File: config.mk
export PLATFORM = sky130hd
export DESIGN_NAME = ptst_cell
export DESIGN_NICKNAME = d
export VERILOG_FILES = /design/src/hdl/ptst_pkg.sv /design/src/hdl/ptst_cell.sv
export SDC_FILE = /design/constraint.sdc
export NUM_CORES = 1
export LEC_CHECK = 0
export ABC_AREA = 1
export BUFFER_PORTS_ARGS = -buffer_cell sky130_fd_sc_hd__buf_2
export CORE_MARGIN = 3
export CORE_UTILIZATION = 57
export DETAILED_ROUTE_END_ITERATION = 10
export GPL_ROUTABILITY_DRIVEN = 0
export PLACE_DENSITY_LB_ADDON = 0.08
export SLEW_MARGIN = 25
export SYNTH_ARGS = -nofsm -noshare
export SYNTH_HDL_FRONTEND = slang
export SYNTH_SLANG_ARGS = --single-unit
File: constraint.sdc
create_clock -name clk -period 4 [get_ports clk]
set_input_delay 0.4 -clock clk [delete_from_list [all_inputs] [get_ports clk]]
set_output_delay 0.4 -clock clk [all_outputs]
set_load 0.02 [all_outputs]
File: src/hdl/ptst_pkg.sv
`timescale 1ns / 1ps
// Shared constants, codes and types of the periodic timer slot table.
package ptst_pkg;

  // Default values for the top-level parameters.
  localparam int SLOTS_DEF       = 8;
  localparam int TICK_MS_DEF     = 1000;
  localparam int PERIOD_BITS_DEF = 32;

  // Fixed port widths.
  localparam int MODE_W   = 2;
  localparam int PERIOD_W = 32;
  localparam int SID_W    = 8;
  localparam int SLOT_W   = 3;

  // Countdown and reload width, and its saturation value.
  localparam int CD_W = 23;
  localparam logic [CD_W-1:0] CD_MAX = {CD_W{1'b1}};

  // Expired counter.
  localparam int CNT_W = 4;
  localparam logic [CNT_W-1:0] CNT_MAX = {CNT_W{1'b1}};

  // Most fires one service item may emit.
  localparam int MAX_FIRES = 8;
  localparam int FIRE_W    = 3;

  // Slot index carried along the cell chain, wide enough for the largest table.
  localparam int IDX_W = 6;

  // Item modes, echoed as result kinds.
  localparam logic [MODE_W-1:0] MODE_ARM     = 2'd0;
  localparam logic [MODE_W-1:0] MODE_DISARM  = 2'd1;
  localparam logic [MODE_W-1:0] MODE_TICK    = 2'd2;
  localparam logic [MODE_W-1:0] MODE_SERVICE = 2'd3;

  // Slot status codes.
  localparam logic [1:0] ST_FREE    = 2'd0;
  localparam logic [1:0] ST_ARMED   = 2'd1;
  localparam logic [1:0] ST_EXPIRED = 2'd2;

  // Operation broadcast to every cell.
  typedef enum logic [2:0] {
    OP_IDLE,
    OP_TICK,
    OP_ARM,
    OP_DISARM,
    OP_FIRE,
    OP_COUNT
  } cell_op_t;

  typedef struct packed {
    cell_op_t           op;
    logic               take;   // commit the operation this cycle
    logic               flush;  // drop every pending expiry mark
    logic [CD_W-1:0]    load;   // reload value for arm
    logic [SID_W-1:0]   sid;    // slot targeted by disarm
  } cell_cmd_t;

  // Search result handed from cell to cell.
  typedef struct packed {
    logic             hit;   // some earlier cell matched
    logic             more;  // a further cell matched after the winner
    logic [IDX_W-1:0] idx;   // index of the first matching cell
  } chain_t;

endpackage

File: src/hdl/ptst_cell.sv
`timescale 1ns / 1ps
// One timer slot: status, countdown, reload and pending mark, with its chain link.
module ptst_cell #(
  parameter int IDX = 0
) (
  input  logic                clk,
  input  logic                rst,
  input  ptst_pkg::cell_cmd_t cmd,
  input  ptst_pkg::chain_t    link_in,
  output ptst_pkg::chain_t    link_out
);

  logic [1:0]                status;
  logic [ptst_pkg::CD_W-1:0] cd;
  logic [ptst_pkg::CD_W-1:0] reload;
  logic                      pend;
  logic [ptst_pkg::CD_W-1:0] cd_dec;
  logic                      id_match;
  logic                      match;
  logic                      win;

  assign id_match = cmd.sid == ptst_pkg::SID_W'(IDX);
  assign cd_dec   = (cd == '0) ? '0 : cd - 1'b1;

  always_comb begin
    unique case (cmd.op)
      ptst_pkg::OP_ARM:    match = status == ptst_pkg::ST_FREE;
      ptst_pkg::OP_FIRE:   match = status == ptst_pkg::ST_EXPIRED;
      ptst_pkg::OP_COUNT:  match = pend;
      ptst_pkg::OP_DISARM: match = id_match && (status == ptst_pkg::ST_EXPIRED);
      default:             match = 1'b0;
    endcase
  end

  assign win           = match && !link_in.hit;
  assign link_out.hit  = link_in.hit | match;
  assign link_out.more = link_in.more | (link_in.hit & match);
  assign link_out.idx  = win ? ptst_pkg::IDX_W'(IDX) : link_in.idx;

  always_ff @(posedge clk) begin
    if (rst) begin
      status <= ptst_pkg::ST_FREE;
      cd     <= '0;
      pend   <= 1'b0;
    end else if (cmd.take) begin
      unique case (cmd.op)
        ptst_pkg::OP_TICK: begin
          if (status == ptst_pkg::ST_ARMED) begin
            cd <= cd_dec;
            if (cd_dec == '0) begin
              status <= ptst_pkg::ST_EXPIRED;
              pend   <= 1'b1;
            end
          end
        end
        ptst_pkg::OP_ARM: begin
          if (win) begin
            cd     <= cmd.load;
            status <= ptst_pkg::ST_ARMED;
          end
        end
        ptst_pkg::OP_DISARM: begin
          if (id_match) begin
            status <= ptst_pkg::ST_FREE;
          end
        end
        ptst_pkg::OP_FIRE: begin
          if (win) begin
            cd     <= reload;
            status <= ptst_pkg::ST_ARMED;
          end
        end
        ptst_pkg::OP_COUNT: begin
          if (win) begin
            pend <= 1'b0;
          end
        end
        default: begin
        end
      endcase
    end else if (cmd.flush) begin
      pend <= 1'b0;
    end
  end

  // Reload store has no reset; only armed or expired slots read it.
  always_ff @(posedge clk) begin
    if (cmd.take && (cmd.op == ptst_pkg::OP_ARM) && win) begin
      reload <= cmd.load;
    end
  end

endmodule
Word-level counts from Yosys, hierarchy flattened:

Cells that the tools add are included.

* flip-flop bits (word level): 49
* input port bits: 46
* word-level logic and storage cells: 59

* add/sub/neg operators: 1
* equality and inequality tests: 17
* multiplexer cells: 18
* bitwise gates (word level): 3
* reductions and logical operators: 16

Operator list (number)
* $mux 23: 4
* $pmux 23 s3: 1
* $logic_not 23->1: 2
* $sub 23x1->23 const B: 1
* $ne 2x2->1 const B: 5
* $reduce_and 5->1: 2
* $ne 3x3->1 const B: 3
* $logic_not 8->1: 1
* $mux 2: 4
* $eq 3x2->1 const B: 2
* $eq 3x3->1 const B: 2
* $mux 6: 1
* $pmux 2 s3: 1
* $reduce_and 6->1: 1
* $reduce_bool 3->1: 2
* $mux 1: 5
* $logic_and 1x1->1: 4
* $pmux 1 s4: 1
* $eq 3x1->1 const B: 1
* $ne 3x1->1 const B: 1
* $eq 2x1->1 const B: 1
* $eq 2x2->1 const B: 1
* $logic_not 2->1: 1
* $ne 2x1->1 const B: 1
* 6 further kinds: 7

Logic depth before layout (Yosys ltp):

Gate-level depths: netlist (run 1).

* depth in word-level cells: 7
* depth in mapped cells: 18
* gate-level depth less buffers: 18

Worst setup path before layout (run 1):

OpenSTA, ideal clock, no wires.

* path kind: in2reg
* start point: in cmd[35] (netlist bit)
* end point: reg reload[0] (netlist bit), enable pin
* data arrival time: 2.799 ns
* data required time: 3.568 ns
* path slack: 0.769 ns
* stages on the path: 10
* path through: buf_4 -> inv_2 -> nand2_2 -> nor2_4 -> inv_2 -> a21oi_1 -> nand2_1 -> nand2_2 -> nand2_4 -> nor3_1

* word-level cells in the longest chain between the ends: 4
* elaborated cells between the ends (all ways): 8
* classes of those cells: eq/ne (4); mux (1); reduce/logical (3)

RTL lines
* start: declaration: RTL line ptst_cell.sv:8 `input ptst_pkg::cell_cmd_t cmd,`
* $eq 3x2->1 (tied with other cells): RTL line ptst_cell.sv:26 `unique case (cmd.op)`
* $pmux 1 s4: RTL line ptst_cell.sv:26
* $logic_and 1x1->1: RTL line ptst_cell.sv:35 `assign win = match && !link_in.hit;`
* $logic_and 1x1->1 (*): RTL line ptst_cell.sv:88 `if (cmd.take && (cmd.op == ptst_pkg::OP_ARM) && win) begin`
* end signal: assignment: RTL line ptst_cell.sv:89 `reload <= cmd.load;`
* end: declaration: RTL line ptst_cell.sv:15 `logic [ptst_pkg::CD_W-1:0] reload;`

Every way passes the cells marked *; elsewhere a longest branch is shown, timed or not.
A chain may end at the register's enable or synchronous reset.

Worst setup path in the final report (run 1):

* start point: in cmd[35] (netlist bit)
* end point: reg cd[15] (netlist bit)

* word-level cells in the longest chain between the ends: 5
* elaborated cells between the ends (all ways): 13
* classes of those cells: eq/ne (8); mux (2); reduce/logical (3)

RTL lines
* $eq 3x2->1 (tied with other cells): RTL line ptst_cell.sv:26
* $pmux 1 s4: RTL line ptst_cell.sv:26
* $logic_and 1x1->1: RTL line ptst_cell.sv:35
* $ne 2x2->1 (no source line)
* $reduce_and 5->1 (no source line)
* end signal: assignment: RTL line ptst_cell.sv:58 `cd <= cmd.load;`
* end signal: assignment: RTL line ptst_cell.sv:69 `cd <= reload;`
* end: declaration: RTL line ptst_cell.sv:14 `logic [ptst_pkg::CD_W-1:0] cd;`

Several ways; a longest one is shown, not always the timed one.

==> results of run 1 <==
-- metal layers --
metal / GRT usage / vias to the layer above / routed length, µm
met2: 0.438 / 149 / 4070
met1: 0.378 / 1517 / 3780
met3: 0.0395 / 16 / 651
met4: 0.0895 / 0 / 190
li1: - / 1589 / -
met5: 0 / - / 0
-- sequential cells by signal, indices dropped and copies added (netlist names) --
| name | count |
|---|---|
| status | 2 |
| reload | 23 |
| cd | 23 |
| pend | 1 |
-- cells in the mapped netlist, drive strengths merged --
library cell,n
nand2,95
nor2,77
nand3,57
inv,50
dfxtp,26
edfxtp,23
o21ai,17
a21oi,16
a32o,13
nor3,13
a211oi,12
clkbuf,10
o211ai,10
buf,7
nand4,5
xor2,3
clkinv,2
ha,2
a21o,1
a22oi,1
and2,1
o21bai,1
-- logic make-up (layout without fill, tap and decap cells) --
group	Yosys count	in the layout	synth area share
AOI/OAI and AO/OA	71	71	0.155
xor gates and xnor gates	3	3	0.00810
adders and majority gates	2	2	0.00771
buffers and inverters	69	118	0.0856
DFF	49	49	0.373
and+or+nand+nor	248	248	0.371
-- per-stage QoR --
step | setup slack (ps) | utilization
global route | 1130 | 0.687
CTS | 1410 | 0.687
detailed placement | 1100 | 0.671
global placement | 1220 | 0.671
floorplan | 769 | -
finish | 1350 | 0.687
-- path summary, 6_finish.rpt --
path / start / endpoint / slack [ps] / cells after the start
setup / recovery: cmd[35] / cd[15] / 1350 / 12
hold / removal: cmd[27] / reload[19] / 280 / 1
setup reg to reg: cd[0] / status[0] / 1580 / 17
hold reg to reg: status[0] / status[0] / 520 / 2
-- final cells by class --
cell class | instances | area (µm²)
timing repair buffer | 58 | 303
clock buffer | 6 | 72.6
clock inverter | 2 | 15.0
multi-input combinational | 324 | 1760
tap | 70 | 87.6
fill | 452 | 1660
inverter | 52 | 195
sequential | 49 | 1210
-- power by group --
group | switching (W) | internal, W | total [W] | leakage (nW)
Clock | 0.000173 | 0.000124 | 0.000296 | 0.0374
Sequential | 0.0000231 | 0.000543 | 0.000566 | 0.419
Combinational | 0.000353 | 0.000178 | 0.000531 | 1.17
Total | 0.000549 | 0.000845 | 0.00139 | 1.63
-- worst max-delay path: stages --
cell and delay (ps):
buf_2 280, inv_2 130, nand2_2 70, nor2_4 450
inv_2 100, nand2_1 80, buf_4 300, nand2_2 110
o211ai_4 310, buf_4 350, nor3_1 80, a211oi_1 170
==> summary.md, run 1 <==
| Metric | Value |
|---|---|
| Crit path required time | 4220 ps |
| Maximum VDD drop | 0.248 mV |
| Routed Antenna Nets | 0 |
| Routed WL | 8690 µm |
| CP Class | input pin to flop |
| Syn_nets | 490 |
| Antenna violations before repair | 0 |
| Vias in the first global route | 3020 |
| Routed length per instance | 15.5 µm |
| Synthesized area per cell | 7.34 µm² |
| Overflow after GRT | 0 |
| Die width | 81.4 µm |
| Setup violations, final | 0 |
| Drt pass-1 iters | 5 |
| Clk_lat worst skew | 300 ps |
| CTS Buf Count | 5 |
| Core area | 5300 µm² |
| GRT Total Usage | 0.273 |
| Layout area overhead | 12.3% |
| Synth cell types | 36 |
| Setup TNS | 0 ps |
| # DRC | 0 |
| Postcts setup bufs | 0 |
| Share of layout cells above drive strength 1 | 0.212 |
| Yosys top cell by area | edfxtp_1 |
| Worst setup EP type | flop |
| Most common cell after layout, fill and taps aside | nand2_1 |
| Slew Limit Fails | 0 |
| Hold WC Path Type | input pin to flop |
| IO Pins | 54 |
| DP Area | 3560 µm² |
| Rows | 26 |
| Fin crit period | 2650 ps |
| # hold bufs at CTS | 0 |
| Max clock buf depth | 2 |
| Relative max-transition margin | 0.509 |
| Ant diodes | 0 |
| Yosys top cell area share | 0.213 |
| H-tree depth | 2 |
| Seq/Total Area, Yosys | 0.373 |
| Placed Instances | 553 |
| Layout Skew | 9.40 ps |
| Worst-Margin Slew | 733 ps |
| Fin. Hold Viols | 0 |
| Top achievable clock speed | 378 MHz |
| Fin crit share | 0.662 |
| Non-Filler Instances | 561 |
| Hpwl dp | 6460 µm |
| Vias post-DR | 3271 |
| Synth warn | 0 |
| Maximum fanout along the worst path | 30 |
| Die area | 6630 µm² |
| Post-CTS Resized | 0 |
| Max_cap viols | 0 |
| Post-Syn Instances | 442 |
| Initial Util | 0.612 |
| Clock root buffer | clkbuf_8 |
| Hold_ws | 285 ps |
| Port Buffers | 53 |
| CTS tree | done |
| Die height | 81.4 µm |
| Largest cells by area after synthesis | edfxtp_1, dfxtp_1, nand2_1 |
| First-pass GRT wire length | 13900 µm |
| DR iter-0 viols | 237 |
| Crit start category | input pin |
| Data arrival, critical path | 2870 ps |
| Most frequent cells in the layout | nand2_1, nor2_1, buf_2 |
| Clk sink count | 49 |
| Mapped cell area | 3240 µm² |
| Final net count | 538 |
| Flops & latches, synth | 49 |
| Status | complete, no violations |
| Final instance area | 3640 µm² |
| RSZ-0062 raised after global routing | false |
| Clock transition at the registers of the reported paths | 90 ps |
| Vias per cell | 5.83 |
| Largest net degree at the start of global routing | 31 |
| Pwr/cell area | 382 nW/µm² |
| Design Power | 0.00139 W |
| LEAKAGE | 1.63 nW |
Power figures use the tool's default switching activity.
==> run 2: changes to the inputs <==
Settings changed: CORE_UTILIZATION 57 to 51.
Clock period 4 ns to 2.25 ns, I/O delays scaled along.
==> run 2 against run 1 <==
  * Power grew 97%
  * Clock power grew 86%
  * Cell count grew 5.2%
  * Critical endpoint is now status[1]
==> summary.md, run 2 (synthesized netlist as in run 1, its figures left out) <==
| Metric | Value |
|---|---|
| Status | complete, no violations |
| Clock root buffer | clkbuf_8 |
| Vias post-DR | 3391 (+3.7%) |
| Pwr/cell area | 682 nW/µm² (+79%) |
| Top Registers | cd (23), reload (23), status (2) |
| Worst-Margin Slew | 494 ps (-239 ps) |
| Maximum VDD drop | 0.358 mV (+44%) |
| Final worst slack | 158 ps (-1190 ps) |
| Port Buffers | 53 (unchanged) |
| GRT Total Usage | 0.240 (-0.0329) |
| Setup violations, final | 0 (unchanged) |
| Most frequent cells in the layout | nand2_1, buf_2, nor2_1 |
| Clk sink count | 49 (unchanged) |
| Routed length per instance | 16.1 µm (+4.2%) |
| CP most frequent cell | nand2_1 |
| Rows | 28 (+7.7%) |
| Maximum fanout along the worst path | 7 (-77%) |
| Crit start category | flop |
| Fin. Hold Viols | 0 (unchanged) |
| Largest net degree at the start of global routing | 31 (unchanged) |
| Hpwl dp | 6460 µm (about the same) |
| Core area | 6030 µm² (+14%) |
| Max clock buf depth | 2 (unchanged) |
| Design Power | 0.00275 W (+97%) |
| Slew Limit Fails | 0 (unchanged) |
| Most common cell after layout, fill and taps aside | nand2_1 |
| Die width | 85.8 µm (+5.3%) |
| CTS Buf Count | 5 (unchanged) |
| Crit path required time | 2470 ps (-1750 ps) |
| Critical Path Slowest Stage Cell | dfxtp_2 |
| Start of the worst register-to-register path | cd[0] |
| Crit. Startpoint | cd[0] |
| Relative max-transition margin | 0.669 (+0.160) |
| DR iter-0 viols | 318 (+34%) |
| Clock transition at the registers of the reported paths | 100 ps (about the same) |
| Top achievable clock speed | 478 MHz |
| Overflow after GRT | 0 (unchanged) |
| CTS tree | done |
| FF/Latch Area | 1220 µm² (+0.62%) |
| Layout area overhead | 24.1% |
| Share of layout cells above drive strength 1 | 0.311 (+0.0989) |
| H-tree depth | 2 (unchanged) |
| Crit path cell chain | inv_4, ha_4, inv_1, nor2_2, nand3_1, nor2_1, nand2_4, nand3_2, nand2_1, nor2_2, nand2_1, nor2_1, nand2_1, nand2_2, nand2_1, o21ai_1, nor2_1 |
| # DRC | 0 (unchanged) |
| Fin crit period | 2090 ps |
| Critical hold path startpoint | cmd[19] |
| Max_cap viols | 0 (unchanged) |
| Die area | 7350 µm² (+11%) |
| Layout Skew | 8.17 ps (-1.23 ps) |
| Drt pass-1 iters | 5 (unchanged) |
| Antenna violations before repair | 0 (unchanged) |
| Vias in the first global route | 3029 (+0.30%) |
| Worst setup EP type | flop |
| Clk_lat worst skew | 310 ps (about the same) |
| IO Pins | 54 (unchanged) |
| Vias per cell | 5.75 (-1.4%) |
| Initial Util | 0.538 (-0.0734) |
| Fin crit share | 0.930 |
| LEAKAGE | 1.82 nW (+12%) |
| Fillcell total | 504 (+12%) |
| Routed WL | 9530 µm (+9.6%) |
| First-pass GRT wire length | 14200 µm (+1.6%) |
| Dpl ws | 54.6 ps (-1040 ps) |
| CP Class | flop to flop |
| Data arrival, critical path | 2310 ps (-560 ps) |
| Multi-input logic area | 1930 µm² (+9.8%) |
| Ant diodes | 0 (unchanged) |
| Hold WC Path Type | input pin to flop |
| CP max stage delay | 340 ps (-110 ps) |
| Routed Antenna Nets | 0 (unchanged) |
| Final net count | 562 (+4.5%) |
| Die height | 85.8 µm (+5.3%) |
[run 2: changes by cell type in the layout (fill, tap and decap cells not counted), moves of 6 or more]
cell and delta:
dfxtp_2 +6, nand3_2 +7, nand3_1 -8, nor2_1 -8, nor2_4 +6, dfxtp_1 -6, buf_4 +20
[run 2: per-stage QoR]
step	setup TNS (ps)	std cells	instance area, µm²	hold slack, ps	utilization
after floorplan	0	442	3260	303	-
after global placement	0	566	3640	418	0.604
after detailed placement	0	566	3640	419	0.604
after CTS	0	574	3730	94.0	0.619
after global routing	-119	590	4030	89.4	0.668
final	0	590	4030	95.8	0.668
[run 2: layer usage]
metal | up-vias | GRT usage | wire length, µm
met4 | 0 | 0.0791 | 196
met2 | 156 | 0.403 | 4670
met1 | 1574 | 0.319 | 3970
met3 | 18 | 0.0317 | 688
met5 | - | 0 | 0
li1 | 1643 | - | -
[run 2: where the power goes]
part / internal, W / switching [W] / total, W / leakage [nW]
Clock: 0.000221 / 0.000330 / 0.000551 / 0.0445
Combinational: 0.000454 / 0.000730 / 0.00118 / 1.35
Sequential: 0.000967 / 0.0000447 / 0.00101 / 0.422
Total: 0.00164 / 0.00110 / 0.00275 / 1.82
[run 2: area by class of cell]
type | count | share of cell area
tap | 75 | 0.0233
inverter | 52 | 0.0497
sequential | 49 | 0.303
clock inverter | 3 | 0.00528
clock buffer | 5 | 0.0171
multi-input combinational | 325 | 0.480
timing repair buffer | 81 | 0.122
[run 2: repair_timing]
item	CTS	global route
gates resized for setup	0	48
hold buffers	0	0
hold endpoints to repair	0	0
endpoints found under the setup margin	0	3
setup buffers	0	14
[run 2: worst paths after layout]
check | end | slack [ps] | depth (start not counted)
worst min register to register | status[0] | 490 | 2
worst min-delay path | reload[11] | 100 | 1
worst max register to register | status[1] | 160 | 17
worst max-delay path | status[1] | 160 | 17
[run 2: worst max-delay path: cells and delay by family (launching register included)]
family | cells | cell delay (ps)
compound gates | 1 | 140
fa+ha+maj | 1 | 140
buf+inv | 2 | 130
flops | 1 | 340
simple gates | 13 | 1250
