`src/hdl/ptst_div.sv`:
```
`timescale 1ns / 1ps
// Division by the constant tick length through a registered reciprocal multiply.
module ptst_div #(
  parameter int DW      = 32,
  parameter int TICK_MS = 1000
) (
  input  logic          clk,
  input  logic          rst,
  input  logic          start,
  input  logic [DW-1:0] dividend,
  output logic          busy,
  output logic [DW-1:0] quotient
);

  // Round-up reciprocal scaled by 2^(DW + ceil(log2 TICK_MS)); exact for every DW-bit
  // dividend. It needs DW+1 bits, so the top bit is applied as a shifted add.
  localparam int              LW       = $clog2(TICK_MS);
  localparam int              SH       = DW + LW;
  localparam longint unsigned RECIP    = ((64'd1 << SH) + 64'(TICK_MS) - 64'd1) /
                                         64'(TICK_MS);
  localparam logic [DW-1:0]   RECIP_LO = DW'(RECIP);
  localparam logic            RECIP_HI = ((RECIP >> DW) != 64'd0);

  logic [2*DW-1:0] mul_lo;
  logic [2*DW-1:0] prod;
  logic [DW-1:0]   dvd;
  logic [2*DW-1:0] hi_term;
  logic [2*DW:0]   sum;

  assign mul_lo  = {{DW{1'b0}}, dividend} * {{DW{1'b0}}, RECIP_LO};
  assign hi_term = RECIP_HI ? {dvd, {DW{1'b0}}} : '0;
  assign sum     = {1'b0, prod} + {1'b0, hi_term};

  always_ff @(posedge clk) begin
    if (rst) begin
      busy <= 1'b0;
    end else begin
      busy <= start;
    end
  end

  // Register the product on start, then add the top reciprocal bit and scale down while busy.
  always_ff @(posedge clk) begin
    if (start) begin
      prod <= mul_lo;
      dvd  <= dividend;
    end
    if (busy) begin
      quotient <= DW'(sum >> SH);
    end
  end

endmodule

```
`config.mk`:
```
export PLATFORM = sky130hd
export DESIGN_NAME = ptst_div
export DESIGN_NICKNAME = d
export VERILOG_FILES = /design/src/hdl/ptst_div.sv
export SDC_FILE = /design/constraint.sdc
export NUM_CORES = 1
export LEC_CHECK = 0
export ABC_AREA = 0
export BUFFER_PORTS_ARGS = -buffer_cell sky130_fd_sc_hd__buf_2
export CAP_MARGIN = 5
export CELL_PAD_IN_SITES_DETAIL_PLACEMENT = 0
export CELL_PAD_IN_SITES_GLOBAL_PLACEMENT = 1
export CORE_MARGIN = 3
export CORE_UTILIZATION = 30
export CTS_CLUSTER_DIAMETER = 60
export CTS_CLUSTER_SIZE = 16
export DETAILED_ROUTE_END_ITERATION = 8
export PLACE_DENSITY = 0.55
export SLEW_MARGIN = 20
export SYNTH_ARGS = -nofsm -noshare
export SYNTH_HDL_FRONTEND = slang
export SYNTH_SLANG_ARGS = --single-unit
export TNS_END_PERCENT = 5
```
`constraint.sdc`:
```
create_clock -name clk -period 6.4 [get_ports clk]
set_input_delay 0.32 -clock clk [delete_from_list [all_inputs] [get_ports clk]]
set_output_delay 0.32 -clock clk [all_outputs]
set_load 0.05 [all_outputs]
```
Word-level counts from Yosys, hierarchy flattened
Cells that the tools add are included.

Output and inout port bits: 33. Input bits: 35. Bits in registers: 111.

$mul: 1. Add/subtract/negate cells: 1.

Operators by type and width (count): adder 59 x 64 -> 65 bit (1); multiplier 32 x 23 -> 55 bit (second input constant) (1).

Logic depth before layout (Yosys ltp)
Gate-level depths: netlist of run 1.

Depth in word-level cells: 1. Depth in mapped cells: 23. Gate-level depth less buffers: 23.

Least setup slack after synthesis of run 1
Ideal clock, no wire load.

Kind: input port to flip-flop. From: input port dividend[13]. To: register prod[58] (data pin). Required time: 6.134 ns. Arrival time: 5.643 ns. Library setup time: 0.266 ns. Path slack: 0.491 ns. Cell stages on the path: 21. Cells stage by stage: ha_1 fa_1 inv_1 fa_1 fa_1 fa_1 inv_1 fa_1 inv_1 fa_1 inv_1 ha_1 a21oi_1 o21ai_0 a311oi_1 a211oi_2 nor3_2 a211o_2 a21oi_4 nor4_1 nor3_2.

Longest elaborated chain between the ends: 1.

Ends and longest elaborated chain: start, declared (line 10) `input logic [DW-1:0] dividend,`; multiplier 32 x 23 -> 55 bit (line 30) `assign mul_lo = {{DW{1'b0}}, dividend} * {{DW{1'b0}}, RECIP_LO};`; via mul_lo[58] (line 24) `logic [2*DW-1:0] mul_lo;`; end signal, assigned (line 45) `prod <= mul_lo;`; end, declared (line 25) `logic [2*DW-1:0] prod;`.

The timed path passes the listed nets, and every way through them passes these cells. A chain may end at the register's enable or synchronous reset.

Worst setup path in the final report of run 1
From: input port dividend[9]. To: register prod[58] (data pin).

The elaborated chain is that of the path after synthesis.

==> metrics.md, run 1 <==
| Metric | Value |
|---|---|
| First-pass GRT wire length | `69.2 mm` |
| Commonest non-fill, non-tap cells in the layout | `inv_1 (467), ha_1 (336), fa_1 (265)` |
| Cells along the critical path | `clkbuf_4 > ha_1 > fa_1 > inv_1 > fa_1 > fa_1 > inv_1 > fa_1 > fa_2 > fa_1 > ha_4 > nand3_2 > nor4_4 > a32oi_2 > a211oi_2 > buf_4 > nor3_2 > buf_4 > a211o_2 > a21oi_4 > and4_1 > nor3_2` |
| Worst Setup EP | `prod[58]` |
| DR vias/cell | `4.43` |
| Most used flip-flop cell after synthesis | `edfxtp_1` |
| Hold Path Class | `in2reg` |
| I/O Buffers | `58` |
| CTS tree | `built` |
| Synth unique cells | `56` |
| Post-synth top area share | `33.2%` |
| Drt first pass iters | `6` |
| H-tree depth | `3` |
| R2r worst-path depth | `10` |
| # setup viols final | `0` |
| Clk Latency, worst-skew pair | `0.34 ns` |
| Nets@finish | `2379` |
| Number of enable flip-flop cells after synthesis | `82` |
| RR Endpoint | `quotient[13]` |
| Relative slew slack | `51.3%` |
| Slew @ Worst Pin | `0.731 ns` |
| Layout fillers | `5331` |
| Final period util | `99.1%` |
| Ant diodes | `0` |
| Post-route ant nets | `0` |
| Via count | `10800` |
| Synth area leader | `fa_1` |
| Post-Place Cells | `2411` |
| Post-detailed-route DRC marker count | `0` |
| Non-Filler Instances | `2429` |
| Drt total wl | `43.9 mm` |
| Yosys reg bits | `83` |
| First DRT Iteration DRCs | `409` |
| Initial Util | `30.4%` |
| Die area | `56500 µm²` |
| HPWL Detailed | `40.0 mm` |
| Async SR Flop Fraction | `0%` |
| Final hold violations | `0` |
| Min cycle time layout | `6.34 ns` |
| Synth area leaders | `fa_1 (33%), ha_1 (27%), edfxtp_1 (15%)` |
| Core ar. | `52900 µm²` |
| CP dominant cell by count | `fa_1` |
| CP max-delay cell | `fa_1` |
| Top achievable clock speed | `158 MHz` |
| Arr. time, crit path | `6.43 ns` |
| Clock-pin slew on the worst setup and hold paths | `0.07 ns` |
| Max Slew Vio Count | `0` |
| Worst setup EP type | `register` |
| WP data required | `6.49 ns` |
| Core Rows | `84` |
| Setup Skew | `0.00782 ns` |
| Synth warn | `0` |
| Maximum clock insertion buffer count | `2` |
| Share of layout cells above drive strength 1 | `14.8%` |
| Post-Syn Area per Cell | `10.6 µm²` |
| CP max stage delay | `0.58 ns` |
| Die width | `238 µm` |
| FF-to-FF setup slack | `3.38 ns` |
| Cell area after synthesis | `16100 µm²` |
| Grt total ovfl | `0` |
| Status | `completed` |
| Setup_tns | `0 ns` |
| RSZ-0062 raised after global routing | `yes` |
| CTS Sinks | `83` |
| Max-cap viol count | `0` |
| IO Pins | `68` |
| Syn Inst Count | `1512` |
| Hold Buf Count CTS | `0` |
| Die Y | `238 µm` |
| Initial antenna violation count | `1` |
| Total CTS buffers | `9` |
| DR WL/cell | `18.1 µm` |
| Worst setup path startpoint | `dividend[9]` |
| CP Launch Type | `input pin` |
| Footprint of the multi-input gates | `11900 µm²` |
| Register Area | `2480 µm²` |
| GPL Wtd Cong | `0.870` |
| Pin count of the biggest net entering global routing | `61` |
| Most common cell after layout, fill and taps aside | `inv_1` |
| Root Buffer | `clkbuf_16` |
| Vias in the first global route | `11900` |
| Crit Path Category | `in2reg` |
| Worst R2R Start | `dvd[1]` |
| Critical path fanouts, max | `7` |
| Area Growth Syn to Fin | `17.1%` |
| Global Route Usage Sum | `16.2%` |
| Seq/Total Area, Yosys | `15.4%` |
[logic make-up after synthesis]
family / after synthesis / synth area share (%)
adders and majority gates: 608 / 59.7
buffers and inverters: 476 / 11.3
AOI/OAI and AO/OA: 170 / 6.87
and+or+nand+nor: 121 / 3.77
DFF: 83 / 15.4
xor gates and xnor gates: 53 / 2.88
other: 1 / 0.0233
[critical path: cells and delay by family]
family,cells,cell delay [ns]
adder cells (fa/ha/maj),8,3.78
AO/OA/AOI/OAI,4,0.95
AND/OR/NAND/NOR,5,0.73
buffers and inverters,5,0.59
[state kept, by name, summed over array words and instances (netlist names)]
name and flops:
dvd 32, prod 27, quotient 23, busy 1
[layout make-up]
| class | count | area share [%] |
|---|---|---|
| timing repair buffer | 214 | 7.98 |
| inverter | 467 | 9.30 |
| sequential | 83 | 13.2 |
| multi-input combinational | 961 | 63.3 |
| clock buffer | 9 | 1.20 |
| clock inverter | 7 | 0.432 |
| tap | 688 | 4.57 |
[how the worst min path moves through the flow]
stage                     start    to  slack (ns)  cells past startpoint
after floorplan             rst  busy        0.39                      1
after global placement      rst  busy        0.48                      2
after detailed placement    rst  busy        0.48                      2
after CTS                   rst  busy        0.10                      2
after global routing        rst  busy        0.11                      2
final                       rst  busy        0.12                      2
[metal layers]
layer / routed length, µm / GRT usage, %
met1: 22100 / 23.9
met2: 19900 / 25.9
met3: 1370 / 1.84
met4: 529 / 2.88
met5: 20 / 0
[timing repair]
item / 4_1_cts / 5_1_grt
buffers inserted: 0 / 2
setup endpoints to repair: 0 / 9
resized for setup: 0 / 21
[metrics by stage]
step | utilization (%) | cell area (µm²) | hold slack, ns | setup slack, ns
finish | 35.6 | 18800 | 0.119 | 0.0606
global route | 35.6 | 18800 | 0.111 | -0.104
CTS | 35.4 | 18700 | 0.104 | 0.101
detailed placement | 34.8 | 18400 | 0.477 | -0.260
global placement | 34.8 | 18400 | 0.478 | -0.219
floorplan | - | 16100 | 0.392 | 0.491
[cell usage after synthesis, drive strengths merged, types with 2 or more instances]
| cell | n |
|---|---|
| a21o | 26 |
| a211oi | 7 |
| nor2 | 29 |
| o311ai | 2 |
| fa | 267 |
| o21a | 2 |
| nand2 | 30 |
| nor4 | 3 |
| nand3 | 12 |
| o2bb2ai | 2 |
| xor2 | 21 |
| a31oi | 5 |
| o211ai | 4 |
| and2 | 8 |
| inv | 467 |
| edfxtp | 82 |
| a31o | 2 |
| o21ai | 29 |
| a21boi | 2 |
| nor2b | 4 |
| xnor2 | 32 |
| and3 | 8 |
| nand4 | 11 |
| buf | 9 |
| nor3 | 7 |
| ha | 341 |
| nand2b | 3 |
| a221o | 3 |
| or3 | 3 |
| a21oi | 63 |
| a41oi | 2 |
| o21bai | 10 |
Power of run 1 is left out: the tool's default activity adds up to more than one toggle a clock period on the data nets, which glitch-free logic cannot reach.
==> run 2, diff against run 1 <==
Settings changed: ABC_AREA 0 to 1, CORE_ASPECT_RATIO set to 1.4, GPL_TIMING_DRIVEN set to 0, PLACE_DENSITY 0.55 to 0.57.
==> run 2 against run 1 <==
Net effect:
- final cell count increased by 34%
- hold slack got worse by 0.013 ns
- utilization decreased by 2.5 points
- setup slack improved by 0.36 ns
- non-clock buffer count decreased by 147
- first-iteration DRC count increased by 18%
- maximum frequency increased by 6.0%
- highest routed layer is now met4
- cell area increased by 9.6%
==> metrics.md, run 2 <==
| Metric | Value |
|---|---|
| Status | `completed (unchanged)` |
| Setup_tns | `0 ns (unchanged)` |
| Synth area leader | `fa_1 (unchanged)` |
| Final period util | `93.4% (was 99.1%)` |
| Post-detailed-route DRC marker count | `0 (unchanged)` |
| Yosys reg bits | `83 (unchanged)` |
| Vias in the first global route | `15900 (was 11900)` |
| Post-synth top area share | `28.2% (was 33.2%)` |
| Hold Path Class | `in2reg (unchanged)` |
| Clk Latency, worst-skew pair | `0.36 ns (was 0.34 ns)` |
| First DRT Iteration DRCs | `484 (was 409)` |
| Top cells by count, synth | `inv_1 (699), nand2_1 (527), ha_1 (341), fa_1 (267), nor2_1 (135) (was inv_1 (467), ha_1 (341), fa_1 (267), edfxtp_1 (82), a21oi_1 (61))` |
| First-pass GRT wire length | `92.3 mm (was 69.2 mm)` |
| Seq/Total Area, Yosys | `13.1% (was 15.4%)` |
| Fin Hold WS | `0.106 ns (was 0.119 ns)` |
| Grt total ovfl | `0 (unchanged)` |
| Via count | `14500 (was 10800)` |
| Number of enable flip-flop cells after synthesis | `82 (unchanged)` |
| Critical path fanouts, max | `10 (was 7)` |
| Global Route Usage Sum | `18.8% (was 16.2%)` |
| Drt total wl | `61.0 mm (was 43.9 mm)` |
| Maximum clock insertion buffer count | `2 (unchanged)` |
| Core Rows | `108 (was 84)` |
| Cell area after synthesis | `19000 µm² (was 16100 µm²)` |
| Worst Hold Depth | `2 (unchanged)` |
| Die width | `219 µm (was 238 µm)` |
| H-tree depth | `3 (unchanged)` |
| Most used flip-flop cell after synthesis | `edfxtp_1 (unchanged)` |
| Die Y | `304 µm (was 238 µm)` |
| Drt first pass iters | `5 (was 6)` |
| Clock-pin slew on the worst setup and hold paths | `0.07 ns (about the same)` |
| I/O Buffers | `58 (unchanged)` |
| Slew @ Worst Pin | `1.00 ns (was 0.731 ns)` |
| Initial antenna violation count | `0 (was 1)` |
| Synth warn | `0 (unchanged)` |
| Commonest non-fill, non-tap cells in the layout | `inv_1 (699), nand2_1 (527), ha_1 (341) (was inv_1 (467), ha_1 (336), fa_1 (265))` |
| CP Launch Type | `input pin (unchanged)` |
| Max-cap viol count | `0 (unchanged)` |
| Share of layout cells above drive strength 1 | `4.18% (was 14.8%)` |
| Worst setup EP type | `register (unchanged)` |
| Max reg flops | `32 (unchanged)` |
| Pin count of the biggest net entering global routing | `61 (unchanged)` |
| Area Growth Syn to Fin | `8.73% (was 17.1%)` |
| Initial Util | `30.5% (was 30.4%)` |
| DR vias/cell | `4.43 (about the same)` |
| Top achievable clock speed | `167 MHz (was 158 MHz)` |
| Top-count cell post-synth | `inv_1 (unchanged)` |
| Syn Inst Count | `2356 (was 1512)` |
| Nets@finish | `3076 (was 2379)` |
| Max Slew Vio Count | `0 (unchanged)` |
| Crit Path Category | `in2reg (unchanged)` |
| Top reg by flops | `dvd (unchanged)` |
| IO Pins | `68 (unchanged)` |
| HPWL Detailed | `54.6 mm (was 40.0 mm)` |
| # setup viols final | `0 (unchanged)` |
| Relative slew slack | `33.3% (was 51.3%)` |
| Setup Skew | `0.0123 ns (was 0.00782 ns)` |
| CTS Sinks | `83 (unchanged)` |
| Post-Syn Area per Cell | `8.06 µm² (was 10.6 µm²)` |
| Largest regs | `dvd: 32 flops, prod: 27 flops, quotient: 23 flops (unchanged)` |
| Most common cell after layout, fill and taps aside | `inv_1 (unchanged)` |
| Cts repair resizes | `0 (unchanged)` |
| Final hold violations | `0 (unchanged)` |
| Die area | `66400 µm² (was 56500 µm²)` |
| Hold Buf Count CTS | `0 (unchanged)` |
| Arr. time, crit path | `6.10 ns (was 6.43 ns)` |
| Post-CTS setup buffers | `0 (unchanged)` |
| WP data required | `6.52 ns (was 6.49 ns)` |
| Async SR Flop Fraction | `0% (unchanged)` |
| GPL Wtd Cong | `0.937 (was 0.870)` |
| Post-route ant nets | `0 (unchanged)` |
| Core ar. | `62300 µm² (was 52900 µm²)` |
| Root Buffer | `clkbuf_16 (unchanged)` |
| RSZ-0062 raised after global routing | `no (was yes)` |
| CTS tree | `built (unchanged)` |
| Synth area leaders | `fa_1 (28%), ha_1 (22%), inv_1 (14%) (was fa_1 (33%), ha_1 (27%), edfxtp_1 (15%))` |
| Synth unique cells | `34 (was 56)` |
| Total CTS buffers | `9 (unchanged)` |
| R2r worst-path depth | `8 (was 10)` |
| Min cycle time layout | `5.98 ns (was 6.34 ns)` |
| DR WL/cell | `18.7 µm (was 18.1 µm)` |
run 2: critical path, stage by stage:
cell     delay [ns]
buf_2          0.37
ha_1           0.27
inv_1          0.07
fa_1           0.54
inv_1          0.05
fa_1           0.47
inv_1          0.06
fa_1           0.50
fa_1           0.56
inv_1          0.05
fa_1           0.47
inv_1          0.05
fa_1           0.47
inv_1          0.05
ha_1           0.43
nand2_1        0.21
nor2_2         0.16
inv_1          0.07
nor3_1         0.44
nand3_1        0.25
nand4_1        0.15
nand2_1        0.06
run 2: cells by family after synthesis:
kind of cell	Yosys count	share of synthesized area, %
AO/OA/AOI/OAI	128	3.70
XOR/XNOR	26	1.20
adder cells (fa/ha/maj)	608	50.6
buffers and inverters	709	14.2
flip-flops	83	13.1
other	1	0.0198
AND/OR/NAND/NOR	801	17.2
run 2: path summary, 6_finish.rpt:
kind,startpoint,endpoint,slack [ns]
setup reg to reg,dvd[14],quotient[21],4.01
setup / recovery,dividend[27],prod[49],0.42
hold reg to reg,dvd[31],quotient[21],0.61
hold / removal,rst,busy,0.11
run 2: routing by layer:
| metal | wire length, µm | global-route usage [%] | vias to the layer above |
|---|---|---|---|
| met3 | 962 | 0.920 | 71 |
| met2 | 34600 | 37.4 | 184 |
| li1 | - | - | 7246 |
| met5 | 0 | 0 | - |
| met1 | 23200 | 20.6 | 6951 |
| met4 | 2270 | 6.75 | 0 |
run 2: cell type report:
type | count | area, µm²
Antenna cell | 1 | 2.50
Buffer | 9 | 67.6
Clock buffer | 9 | 225
Clock inverter | 7 | 73.8
Fill cell | 6634 | 41700
Inverter | 700 | 2630
Multi-Input combinational cell | 1572 | 13800
Sequential cell | 83 | 2480
Tap cell | 825 | 1030
Timing Repair Buffer | 58 | 293
run 2: per-stage QoR:
| step | setup WS [ns] | util [%] | area [µm²] | instances |
|---|---|---|---|---|
| final | 0.420 | 33.1 | 20600 | 3264 |
| after floorplan | 1.21 | - | 19000 | 2364 |
| after global placement | 0.0376 | 32.6 | 20300 | 3247 |
| after CTS | 0.421 | 33.1 | 20600 | 3263 |
| after detailed placement | 0.0293 | 32.7 | 20300 | 3247 |
| after global routing | 0.234 | 33.1 | 20600 | 3263 |
Power of run 2 is left out for the same reason.
==> run 3, diff against run 2 <==
Settings changed: REMOVE_ABC_BUFFERS set to 1.
==> run 3 against run 2 <==
Net effect:
- non-clock buffer count is 9 lower
- sequential share of layout area about the same
- sequential cell count unchanged
- first-iteration DRC count rose by 26%
- global-route usage rose by 0.093 points
- critical path type unchanged
- cell area is 0.18% lower
- critical path depth fell by 2
- wire length stayed put
==> metrics.md, run 3 (synthesis results as in run 2) <==
| Metric | Value |
|---|---|
| Status | `completed (unchanged)` |
| Worst R2R Start | `dvd[12] (was dvd[14])` |
| Top achievable clock speed | `169 MHz (was 167 MHz)` |
| Nets@finish | `3067 (was 3076)` |
| Hold Path Sink | `busy (unchanged)` |
| Final period util | `92.6% (was 93.4%)` |
| Cells along the critical path | `buf_2 > ha_1 > fa_1 > fa_1 > inv_1 > fa_1 > inv_1 > fa_1 > fa_1 > inv_1 > fa_1 > inv_1 > ha_1 > nand2_1 > nor2_2 > nand2_1 > nor3_1 > nand4_1 > nand4_1 > nand2_1 (was buf_2 > ha_1 > inv_1 > fa_1 > inv_1 > fa_1 > inv_1 > fa_1 > fa_1 > inv_1 > fa_1 > inv_1 > fa_1 > inv_1 > ha_1 > nand2_1 > nor2_2 > inv_1 > nor3_1 > nand3_1 > nand4_1 > nand2_1)` |
| First-pass GRT wire length | `92.9 mm (was 92.3 mm)` |
| CP dominant cell by count | `fa_1 (was inv_1)` |
| Root Buffer | `clkbuf_16 (unchanged)` |
| DR WL/cell | `18.8 µm (was 18.7 µm)` |
| I/O Buffers | `58 (unchanged)` |
| Min cycle time layout | `5.93 ns (was 5.98 ns)` |
| HPWL Detailed | `54.3 mm (was 54.6 mm)` |
| Post-route ant nets | `0 (unchanged)` |
| GPL Wtd Cong | `0.954 (was 0.937)` |
| CP Launch Type | `input pin (unchanged)` |
| Crit Path Category | `in2reg (unchanged)` |
| CTS Sinks | `83 (unchanged)` |
| Post-CTS setup buffers | `0 (unchanged)` |
| FF-to-FF setup slack | `4.08 ns (was 4.01 ns)` |
| Drt total wl | `61.0 mm (unchanged)` |
| Die area | `66400 µm² (unchanged)` |
| Total CTS buffers | `9 (unchanged)` |
| Hold Buf Count CTS | `0 (unchanged)` |
| DR vias/cell | `4.44 (was 4.43)` |
| Final hold violations | `0 (unchanged)` |
| CP max-delay cell | `fa_1 (unchanged)` |
| Arr. time, crit path | `6.04 ns (was 6.10 ns)` |
| Setup_tns | `0 ns (unchanged)` |
| Place WS | `0.0430 ns (was 0.0293 ns)` |
| Commonest non-fill, non-tap cells in the layout | `inv_1 (699), nand2_1 (527), ha_1 (341) (unchanged)` |
| Clk Latency, worst-skew pair | `0.35 ns (was 0.36 ns)` |
| Cts repair resizes | `0 (unchanged)` |
| Hold Crit Start | `rst (unchanged)` |
| H-tree depth | `3 (unchanged)` |
| Initial antenna violation count | `0 (unchanged)` |
| CP delay by family, top | `adder cells (unchanged)` |
| Initial Util | `30.5% (unchanged)` |
| Critical path fanouts, max | `11 (was 10)` |
| CP max stage delay | `0.51 ns (was 0.56 ns)` |
| Die Y | `304 µm (unchanged)` |
| Grt total ovfl | `0 (unchanged)` |
| Worst setup EP type | `register (unchanged)` |
| CTS tree | `built (unchanged)` |
| Max Slew Vio Count | `0 (unchanged)` |
| Most common cell after layout, fill and taps aside | `inv_1 (unchanged)` |
| Footprint of the multi-input gates | `13800 µm² (unchanged)` |
| Worst setup path startpoint | `dividend[12] (was dividend[27])` |
| Pin count of the biggest net entering global routing | `61 (unchanged)` |
| First DRT Iteration DRCs | `608 (was 484)` |
| Via count | `14400 (was 14500)` |
| Global Route Usage Sum | `18.9% (was 18.8%)` |
| # setup viols final | `0 (unchanged)` |
| Max reg flops | `32 (unchanged)` |
| Area Growth Syn to Fin | `8.53% (was 8.73%)` |
| RR Endpoint | `quotient[19] (was quotient[21])` |
| IO Pins | `68 (unchanged)` |
| Post-detailed-route DRC marker count | `0 (unchanged)` |
| Register Area | `2480 µm² (unchanged)` |
| Top reg by flops | `dvd (unchanged)` |
| Slew @ Worst Pin | `1.01 ns (was 1.00 ns)` |
| Clock-pin slew on the worst setup and hold paths | `0.07 ns (about the same)` |
| Layout fillers | `6684 (was 6634)` |
| Worst Hold Depth | `2 (unchanged)` |
| Core ar. | `62300 µm² (unchanged)` |
| R2r worst-path depth | `8 (unchanged)` |
| RSZ-0062 raised after global routing | `no (unchanged)` |
| WP data required | `6.51 ns (was 6.52 ns)` |
| Maximum clock insertion buffer count | `2 (unchanged)` |
| Ant diodes | `0 (was 1)` |
| Share of layout cells above drive strength 1 | `3.83% (was 4.18%)` |
| WP buf/inv | `5 (was 8)` |
| Max-cap viol count | `0 (unchanged)` |
| Vias in the first global route | `15900 (about the same)` |
| Setup WS post-layout | `0.474 ns (was 0.420 ns)` |
| Relative slew slack | `32.3% (was 33.3%)` |
| Drt first pass iters | `6 (was 5)` |
| Largest regs | `dvd: 32 flops, prod: 27 flops, quotient: 23 flops (unchanged)` |
| Core Rows | `108 (unchanged)` |
| Hold Path Class | `in2reg (unchanged)` |
| Die width | `219 µm (unchanged)` |
| Setup Skew | `0.00892 ns (was 0.0123 ns)` |
## run 3: stage by stage
stage / util (%) / hold slack (ns) / instance area (µm²) / std cells
after floorplan: - / 0.391 / 18900 / 2355
after global placement: 32.5 / 0.477 / 20300 / 3238
after detailed placement: 32.5 / 0.489 / 20300 / 3238
after CTS: 33.1 / 0.100 / 20600 / 3254
after global routing: 33.1 / 0.111 / 20600 / 3254
final: 33.1 / 0.116 / 20600 / 3254
## run 3: cell type report
type	instances	share of cell area, %
Timing Repair Buffer	58	1.42
Inverter	700	12.8
Clock inverter	7	0.516
Sequential cell	83	12.0
Multi-Input combinational cell	1572	67.2
Tap cell	825	5.01
Clock buffer	9	1.09
## run 3: worst register-to-register path, delay by kind of cell, from the launching register on
family          cells  cell delay [ns]
compound gates      3             0.85
fa+ha+maj           1             0.38
flops               1             0.40
simple gates        4             0.47
## run 3: per-layer routing
metal  wire (µm)  share of wire, %  GRT usage [%]
met2       34200                56           37.3
met5           0                 0              0
met1       23400                38           20.8
met3         944               1.5           1.00
met4        2440               4.0           7.03
## run 3: worst max-delay path by stage
stage	endpoint	slack, ns	cells past startpoint
2_1_floorplan	prod[47]	1.21	24
3_5_place_dp	prod[45]	0.04	20
6_report	prod[45]	0.47	20
4_1_cts	prod[45]	0.43	20
3_3_place_gp	prod[58]	0.05	22
5_1_grt	prod[45]	0.14	22
Power of run 3 is left out for the same reason.
